## config.mk

```make
export PLATFORM = sky130hd
export DESIGN_NAME = integer_to_ascii_formatter
export DESIGN_NICKNAME = d
export VERILOG_FILES = /design/src/hdl/itoa_pkg.sv /design/src/hdl/integer_to_ascii_formatter.sv /design/src/hdl/itoa_pair.sv
export SDC_FILE = /design/constraint.sdc
export NUM_CORES = 1
export LEC_CHECK = 0
export BUFFER_PORTS_ARGS = -buffer_cell sky130_fd_sc_hd__buf_2
export CORE_MARGIN = 2
export CORE_UTILIZATION = 40
export CTS_BUF_LIST = sky130_fd_sc_hd__clkbuf_8 sky130_fd_sc_hd__clkbuf_16
export DETAILED_ROUTE_END_ITERATION = 12
export PLACE_DENSITY_LB_ADDON = 0.2
export SYNTH_ARGS = -nofsm -noshare
export SYNTH_HDL_FRONTEND = slang
export SYNTH_HIERARCHICAL = 1
export SYNTH_SLANG_ARGS = --single-unit
```

## constraint.sdc

```tcl
create_clock -name clock -period 9.6 [get_ports clock]
set_input_delay 0.96 -clock clock [delete_from_list [all_inputs] [get_ports clock]]
set_output_delay 0.96 -clock clock [all_outputs]
set_load 0.03 [all_outputs]
```

## src/hdl/itoa_pkg.sv

```systemverilog
// ----------------------------------------------------------------------------
// itoa_pkg: shared types and constants of the integer to ASCII formatter
// Format codes, sequencer states, the character word passed to the pair
// packer, and the digit to ASCII table.
// ----------------------------------------------------------------------------
package itoa_pkg;

   localparam logic [1:0] ACT_DEC = 2'd0;
   localparam logic [1:0] ACT_HEX = 2'd1;
   localparam logic [1:0] ACT_BIN = 2'd2;

   localparam int VALUE_W   = 64;
   localparam int BCD_W     = 80;           // 20 decimal digits
   localparam int BCD_NIBS  = BCD_W / 4;
   localparam int CNT_W     = 7;

   localparam logic [CNT_W-1:0] CONV_STEPS = 7'd64;
   localparam logic [CNT_W-1:0] DEC_DIGITS = 7'd20;
   localparam logic [CNT_W-1:0] HEX_DIGITS = 7'd16;
   localparam logic [CNT_W-1:0] BIN_DIGITS = 7'd64;
   localparam logic [CNT_W-1:0] CNT_ONE    = 7'd1;

   localparam logic [7:0] CH_ZERO  = 8'h30;
   localparam logic [7:0] CH_X     = 8'h78;
   localparam logic [7:0] CH_B     = 8'h62;
   localparam logic [7:0] CH_MINUS = 8'h2d;

   typedef enum logic [1:0] {
      ST_IDLE,
      ST_CONV,
      ST_PREFIX,
      ST_SCAN
   } state_type;

   // one character from the sequencer to the pair packer
   typedef struct packed {
      logic       valid;
      logic       tail;     // final character of the text
      logic [7:0] code;
   } char_type;

   function automatic logic [7:0] digit_char(input logic [3:0] d);
      logic [7:0] c;
      case (d)
         4'h0: c = 8'h30;
         4'h1: c = 8'h31;
         4'h2: c = 8'h32;
         4'h3: c = 8'h33;
         4'h4: c = 8'h34;
         4'h5: c = 8'h35;
         4'h6: c = 8'h36;
         4'h7: c = 8'h37;
         4'h8: c = 8'h38;
         4'h9: c = 8'h39;
         4'ha: c = 8'h61;
         4'hb: c = 8'h62;
         4'hc: c = 8'h63;
         4'hd: c = 8'h64;
         4'he: c = 8'h65;
         default: c = 8'h66;
      endcase
      return c;
   endfunction

endpackage

```

## src/hdl/integer_to_ascii_formatter.sv

```systemverilog
// ----------------------------------------------------------------------------
// integer_to_ascii_formatter: 64-bit value to ASCII text
// Signed decimal, 0x hex or 0b binary text, emitted as character pairs.
// ----------------------------------------------------------------------------
// A value is taken when start is high and busy is low; busy then stays high
// until the final character is formed. Decimal runs a 64-step shift-and-add-3
// binary to BCD conversion, one bit a cycle, then scans 20 digits. Hex sends a
// 0x prefix and scans 16 digits, binary a 0b prefix and 64 digits; the scan
// takes one digit a cycle and skips leading zeros, but the units digit prints.
// Pairs appear on the rsp_ ports for one cycle each, flagged by rsp_strobe, and
// must be taken when shown. A format code of 3 is dropped and busy stays low.
module integer_to_ascii_formatter
   import itoa_pkg::*;
(
   input  logic         clock,
   input  logic         reset,
   input  logic         start,
   output logic         busy,
   input  logic [1:0]   req_action,
   input  logic [63:0]  req_value,
   output logic         rsp_strobe,
   output logic [7:0]   rsp_first_char,
   output logic [7:0]   rsp_second_char,
   output logic         rsp_second_valid,
   output logic         rsp_last
);

   state_type            state_ff, state_in;
   logic [CNT_W-1:0]     cnt_ff, cnt_in;
   logic [BCD_W-1:0]     dig_ff, dig_in;
   logic [VALUE_W-1:0]   src_ff, src_in;
   logic [1:0]           mode_ff, mode_in;
   logic                 neg_ff, neg_in;
   logic                 pfx_ff, pfx_in;
   logic                 lead_ff, lead_in;

   logic [BCD_W-1:0]     adj;
   logic [VALUE_W-1:0]   mag;
   logic [3:0]           cur_digit;
   logic                 cnt_last;
   char_type             chr;

   // add-3 correction on every BCD digit before the shift
   always_comb begin
      for (int i = 0; i < BCD_NIBS; i++) begin
         if (dig_ff[4*i +: 4] >= 4'd5) begin
            adj[4*i +: 4] = dig_ff[4*i +: 4] + 4'd3;
         end else begin
            adj[4*i +: 4] = dig_ff[4*i +: 4];
         end
      end
   end

   assign mag       = req_value[VALUE_W-1] ? (~req_value + 64'd1) : req_value;
   assign cur_digit = (mode_ff == ACT_BIN) ? {3'b000, dig_ff[BCD_W-1]}
                                           : dig_ff[BCD_W-1 -: 4];
   assign cnt_last  = (cnt_ff == CNT_ONE);

   always_comb begin
      state_in  = state_ff;
      cnt_in    = cnt_ff;
      dig_in    = dig_ff;
      src_in    = src_ff;
      mode_in   = mode_ff;
      neg_in    = neg_ff;
      pfx_in    = pfx_ff;
      lead_in   = lead_ff;
      chr.valid = 1'b0;
      chr.tail  = 1'b0;
      chr.code  = CH_ZERO;
      unique case (state_ff)
         ST_IDLE: begin
            if (start) begin
               mode_in = req_action;
               lead_in = 1'b0;
               case (req_action) inside
                  ACT_DEC: begin
                     src_in   = mag;
                     neg_in   = req_value[VALUE_W-1];
                     dig_in   = '0;
                     cnt_in   = CONV_STEPS;
                     pfx_in   = 1'b1;
                     state_in = ST_CONV;
                  end
                  ACT_HEX, ACT_BIN: begin
                     dig_in   = {req_value, {(BCD_W-VALUE_W){1'b0}}};
                     neg_in   = 1'b0;
                     pfx_in   = 1'b0;
                     cnt_in   = (req_action == ACT_HEX) ? HEX_DIGITS : BIN_DIGITS;
                     state_in = ST_PREFIX;
                  end
                  default: begin
                     state_in = ST_IDLE;
                  end
               endcase
            end
         end
         ST_CONV: begin
            dig_in = {adj[BCD_W-2:0], src_ff[VALUE_W-1]};
            src_in = {src_ff[VALUE_W-2:0], 1'b0};
            cnt_in = cnt_ff - CNT_ONE;
            if (cnt_last) begin
               cnt_in   = DEC_DIGITS;
               state_in = neg_ff ? ST_PREFIX : ST_SCAN;
            end
         end
         ST_PREFIX: begin
            chr.valid = 1'b1;
            if (!pfx_ff) begin
               chr.code = CH_ZERO;
               pfx_in   = 1'b1;
            end else begin
               case (mode_ff)
                  ACT_HEX: chr.code = CH_X;
                  ACT_BIN: chr.code = CH_B;
                  default: chr.code = CH_MINUS;
               endcase
               state_in = ST_SCAN;
            end
         end
         ST_SCAN: begin
            // skip leading zeros, but the units digit always prints
            chr.valid = lead_ff || (cur_digit != 4'd0) || cnt_last;
            chr.tail  = cnt_last;
            chr.code  = digit_char(cur_digit);
            if (chr.valid) begin
               lead_in = 1'b1;
            end
            if (mode_ff == ACT_BIN) begin
               dig_in = {dig_ff[BCD_W-2:0], 1'b0};
            end else begin
               dig_in = {dig_ff[BCD_W-5:0], 4'b0000};
            end
            cnt_in = cnt_ff - CNT_ONE;
            if (cnt_last) begin
               state_in = ST_IDLE;
            end
         end
         default: begin
            state_in = ST_IDLE;
         end
      endcase
   end

   always_ff @(posedge clock) begin
      if (reset) begin
         state_ff <= ST_IDLE;
      end else begin
         state_ff <= state_in;
      end
      cnt_ff  <= cnt_in;
      dig_ff  <= dig_in;
      src_ff  <= src_in;
      mode_ff <= mode_in;
      neg_ff  <= neg_in;
      pfx_ff  <= pfx_in;
      lead_ff <= lead_in;
   end

   assign busy = (state_ff != ST_IDLE);

   itoa_pair u_pair (
      .clock            (clock),
      .reset            (reset),
      .chr              (chr),
      .rsp_strobe       (rsp_strobe),
      .rsp_first_char   (rsp_first_char),
      .rsp_second_char  (rsp_second_char),
      .rsp_second_valid (rsp_second_valid),
      .rsp_last         (rsp_last)
   );

`ifndef SYNTHESIS
   // the closing word always coincides with the sequencer back in idle
   a_last_idle: assert property (@(posedge clock) disable iff (reset)
      rsp_strobe && rsp_last |-> !busy)
      else $error("final word while still busy");

   // a padded word can only close the text
   a_pad_last: assert property (@(posedge clock) disable iff (reset)
      rsp_strobe && !rsp_second_valid |-> rsp_last)
      else $error("padded word not last");

   // unused format code is dropped
   a_drop: assert property (@(posedge clock) disable iff (reset)
      start && !busy && req_action != ACT_DEC && req_action != ACT_HEX
      && req_action != ACT_BIN |=> !busy)
      else $error("unused format code started work");
`endif

endmodule

```

## src/hdl/itoa_pair.sv

```systemverilog
// ----------------------------------------------------------------------------
// itoa_pair: character pair packer
// Collects the character stream into pairs and drives the registered result
// word with its strobe, padding an odd final character.
// ----------------------------------------------------------------------------
module itoa_pair
   import itoa_pkg::*;
(
   input  logic       clock,
   input  logic       reset,
   input  char_type   chr,
   output logic       rsp_strobe,
   output logic [7:0] rsp_first_char,
   output logic [7:0] rsp_second_char,
   output logic       rsp_second_valid,
   output logic       rsp_last
);

   logic       hold_ff, hold_in;
   logic [7:0] held_ff, held_in;
   logic       strobe_ff, strobe_in;
   logic [7:0] first_ff, first_in;
   logic [7:0] second_ff, second_in;
   logic       sv_ff, sv_in;
   logic       last_ff, last_in;

   always_comb begin
      hold_in   = hold_ff;
      held_in   = held_ff;
      strobe_in = 1'b0;
      first_in  = first_ff;
      second_in = second_ff;
      sv_in     = sv_ff;
      last_in   = last_ff;
      if (chr.valid) begin
         if (hold_ff) begin
            strobe_in = 1'b1;
            first_in  = held_ff;
            second_in = chr.code;
            sv_in     = 1'b1;
            last_in   = chr.tail;
            hold_in   = 1'b0;
         end else if (chr.tail) begin
            // odd length: lone character closes the text
            strobe_in = 1'b1;
            first_in  = chr.code;
            second_in = 8'h00;
            sv_in     = 1'b0;
            last_in   = 1'b1;
         end else begin
            held_in = chr.code;
            hold_in = 1'b1;
         end
      end
   end

   always_ff @(posedge clock) begin
      if (reset) begin
         hold_ff   <= 1'b0;
         strobe_ff <= 1'b0;
      end else begin
         hold_ff   <= hold_in;
         strobe_ff <= strobe_in;
      end
      held_ff   <= held_in;
      first_ff  <= first_in;
      second_ff <= second_in;
      sv_ff     <= sv_in;
      last_ff   <= last_in;
   end

   assign rsp_strobe       = strobe_ff;
   assign rsp_first_char   = first_ff;
   assign rsp_second_char  = second_ff;
   assign rsp_second_valid = sv_ff;
   assign rsp_last         = last_ff;

endmodule

```

# Word level (Yosys, flattened, before mapping)
# Memory sizes are Yosys's and may differ from the RTL's.
# Index checks and enable logic that the tools add are counted.
# op_classes
n_addsub	22
n_mul	0
n_div	0
n_lt_le_gt_ge	20
eq_ne	15
n_shift	0
n_mux	68
n_bitwise	4
n_reduce_logical	23
# ops
operator	n
$mux 80	4
$pmux 80 s3	1
$mux 64	3
$pmux 64 s2	1
$ge 4x3->1 const B	20
$mux 4	20
$add 4x2->4 const B	19
$add 64x1->64 const B	1
$not 64->64	1
$mux 8	5
$mux 7	5
$pmux 7 s3	1
$reduce_and 3->1	6
$pmux 8 s2	1
$mux 1	15
$pmux 7 s2	1
$mux 2	6
$ne 2x2->1 const B	6
$reduce_bool 2->1	6
$eq 2x2->1 const B	4
$pmux 2 s4	1
$eq 7x1->1 const B	1
$sub 7x1->7 const B	1
$eq 2x1->1 const B	3
12 further kinds	20
# totals
ff_bits	186
latch_bits	0
ramBits	0
mem_bits_ro	96
out_inout_bits	20
word_cells	168
mem_count	1
# memory_table
name	words	width	rd	rd_ports_with_merged_regs	wr	line	rtl
(name not given)	16	6	1	0	0	itoa_pkg.sv:44	case (d)

# Logic depth before layout (Yosys ltp)
# depth
depth_word	8
mapped_depth	10
depth_no_buf	8

# Hierarchy
# Netlist, hierarchy kept.
# modules_own_cells
module	n_inst	cells_per_inst	area_per_inst_um2
integer_to_ascii_formatter	1	1302	11868.9
itoa_pair	1	52	1032.2

# Least setup slack after synthesis
# OpenSTA, ideal clock, no wires.
# synth_timing
path_kind	input to register
start	input port req_action[1]
end	register cnt_ff[0] (enable)
setup_time_ns	0.561
arrival_ns	5.624
required_ns	9.039
setup_slack_ns	3.415
path_stages	4
path_cell_list	inv_1 ha_1 o21ai_0 a21oi_1
# synth_between
elab_chain_len	4
# synth_rtl
element	line	rtl
from (decl)	integer_to_ascii_formatter.sv:19	input logic [1:0] req_action,
$eq 2x1->1 / $eq 2x2->1 (equally long branches)	-	
$reduce_or 2->1	integer_to_ascii_formatter.sv:76	case (req_action) inside
$ne 3x2->1 (no line) *	-	
$reduce_and 3->1 (no line) *	-	
to (signal assigned)	integer_to_ascii_formatter.sv:151	cnt_ff <= cnt_in;
to (decl)	integer_to_ascii_formatter.sv:29	logic [CNT_W-1:0] cnt_ff, cnt_in;
# Mark *: on every way between the ends. The rest lies on a longest branch, timed or not.
# A chain may end at the register's enable or synchronous reset.

# Worst setup path in the final report
# layout_timing
start	register state_ff[1]
end	register src_ff[51], data pin
# layout_between
elab_chain_len	2
# layout_rtl
element	line	rtl
from (decl)	integer_to_ascii_formatter.sv:28	state_type state_ff, state_in;
from (signal assigned)	integer_to_ascii_formatter.sv:149	state_ff <= state_in;
$eq 2x1->1 / $logic_not 2->1 (equally long branches)	integer_to_ascii_formatter.sv:71	unique case (state_ff)
$pmux 64 s2 *	integer_to_ascii_formatter.sv:71	
named net src_in[51]	integer_to_ascii_formatter.sv:31	logic [VALUE_W-1:0] src_ff, src_in;
to (signal assigned)	integer_to_ascii_formatter.sv:153	src_ff <= src_in;
to (decl)	integer_to_ascii_formatter.sv:31	
# The timed path passes the listed nets; every way through them passes the cells marked *.

==> run metrics <==
most frequent cells in the layout 189 x nand2_1, 182 x edfxtp_1, 145 x o21ai_0; CTS resizes 0; CP cell instances inv_1 > ha_4 > inv_2 > buf_4 > nand2_1 > nor3b_1 > a221oi_1 > o311ai_0; Clock H-tree levels 4; Port Buffer Count 88; initial core utilization 0.408; Num Clock Sinks roughly 190; Slew Viols, Final 0; Critical Path RT approximately 9.8 ns; initial antenna violation count 1; power consumption 3940 uW; top_reg_cell synth edfxtp_1; hold_sp src_ff[4]; Fin. Hold Viols 0; Final ANT Viol Nets 0; Hold Path Cell Cnt 2; die extent in y 184 um; nets ~1500; Layout area overhead 10.8%; Yosys Warn Count 6; gp weighted congestion 0.827; reg2reg start state_ff[1]; remaining global-route overflow 0; routed vias/inst ~5.9; Post-synth EDFFs 182; die area 33700 um2; Synth async-reset ratio 0; WL per Instance 19.7 um; power per cell area about 280 nW/um2; Yosys top cell by area edfxtp_1; period utilisation layout 0.337; Syn Area/Cell 9.53 um2; Worst-Skew Late Latency ~0.45 ns; most common library cell in the layout ignoring fill and taps nand2_1; max_cap viols 0; Reg2Reg Depth 8; # hold bufs at CTS 0; area of the mapped netlist 12900 um2; number of I/O pins a little under 90; top post-synthesis cells by area edfxtp_1 42%, o21ai_0 5.7%, nand2_1 5.5%, ha_1 5.3%, a222oi_1 3.6%; cts bufs inserted 17; RSZ-0062 raised after global routing no; top cell type's share of synthesized area 0.424; startpoint types flip-flop; Worst-path clk slew 0.08 ns; largest net degree at the start of global routing 94; Fmax achieved roughly 310 MHz; post-synthesis cell count around 1400; Final Skew 0.0111 ns; CORE AREA 31600 um2; share of layout cells above drive strength 1 0.146; CP arrival 3.47 ns; crit-path max FO 31; Crit. End Element flip-flop; DRC Markers 0; GRT Resource Usage Total 0.214; fin util 0.452; Setup Crit Path Kind reg2reg; 1st-iter DRT viols 1290; Vias 10768; clock tree root driver cell clkbuf_16; actual slew at the worst max-slew pin 1.07 ns; row count 65; Distinct cells, synth 69; Worst Setup SP state_ff[1]; CP max stage delay around 0.62 ns; Seq cells post-synth 186; overall routed net length 35800 um; Detail Placement HPWL 23200 um; Period minus WS final 3.24 ns; status completed; Leakage between 0.005 and 0.006 uW; clk buf depth 2; Post-CTS Setup Bufs 0; CTS tree built; DIE WIDTH 184 um; Setup Viol. Count Final 0; setup TNS 0 ns; slew margin rel. 0.288; hold crit path type reg2reg; first-pass GRT wire length ~57000 um; Pre-Repair DR Iteration Count 6; Critical-path top delay cell nand2_1; IR Drop Worst-Case VDD 0.000163 V; sequential area share after synthesis 0.430; vias in the first global route about 10000
[layout make-up]
type,instances,area (um2)
clock buffers,17,425
flip-flops and latches,186,5550
multi-input cells,999,6760
inverters,98,368
fillers,3017,17300
well taps,402,503
clock inverters,15,140
diodes,1,2.50
repair buffers,102,546
[cells by family after synthesis]
family          share of synthesized area
simple gates                        0.190
compound gates                      0.175
flops                               0.430
buf+inv                            0.0513
xor+xnor                           0.0502
mux                                0.0501
fa+ha+maj                          0.0533
other cells                      0.000582
[worst max-delay path: cells and delay by family, from the launching register on]
family	cells	cell delay [ns]
DFF	1	0.40
and+or+nand+nor	2	1.00
AOI/OAI and AO/OA	2	0.24
adders and majority gates	1	0.28
buffers and inverters	3	1.07
[power breakdown]
| part | total, uW | internal (uW) | switching (uW) |
|---|---|---|---|
| registers | 1610 | 1300 | 309 |
| logic | 1620 | 642 | 977 |
| clock network | 712 | 363 | 348 |
| total | 3940 | 2310 | 1630 |
[state kept, by name (all words and copies together), names as in the netlist, 2 cells and up]
signal / cells
u_pair/rsp_first_char: 8
src_ff: 64
u_pair/rsp_second_char: 8
state_ff: 2
mode_ff: 2
dig_ff: 80
cnt_ff: 7
u_pair/held_ff: 8
[path summary, 6_finish.rpt]
| check | to | slack, ns |
|---|---|---|
| hold reg to reg | src_ff[5] | 0.53 |
| hold / removal | src_ff[5] | 0.53 |
| setup / recovery | src_ff[51] | 6.36 |
| setup reg to reg | src_ff[51] | 6.36 |
[per-stage QoR]
stage	hold WS [ns]	setup WS, ns	std cells	area [um2]
after floorplan	0.447	3.41	1358	12900
after global placement	0.506	6.18	1787	13700
after detailed placement	0.516	6.09	1787	13700
after CTS	0.534	6.42	1819	14300
after global routing	0.544	6.13	1820	14300
final	0.530	6.36	1820	14300
[routing by layer]
layer	GRT usage	share of wire	up-vias
met1	0.317	0.48	5266
met4	0.0624	0.016	0
li1	-	-	5100
met5	0	0	-
met3	0.0299	0.062	37
met2	0.325	0.44	365
[synthesized netlist by cell type, drive strengths merged, types with 9 or more instances]
cell / n
mux2i: 23
clkbuf: 63
o31ai: 18
and2: 14
a222oi: 46
buf: 12
edfxtp: 182
o21ai: 149
a21oi: 36
inv: 98
xor2: 44
nor3: 31
ha: 55
nand4: 17
nand2: 191
o311ai: 9
nand2b: 34
nor2b: 22
o41ai: 13
a221o: 26
nor2: 71
nand3: 33
xnor2: 30
nor4: 15
nor3b: 14
mux2: 37
Note: power is estimated with default switching activity, not from simulation.
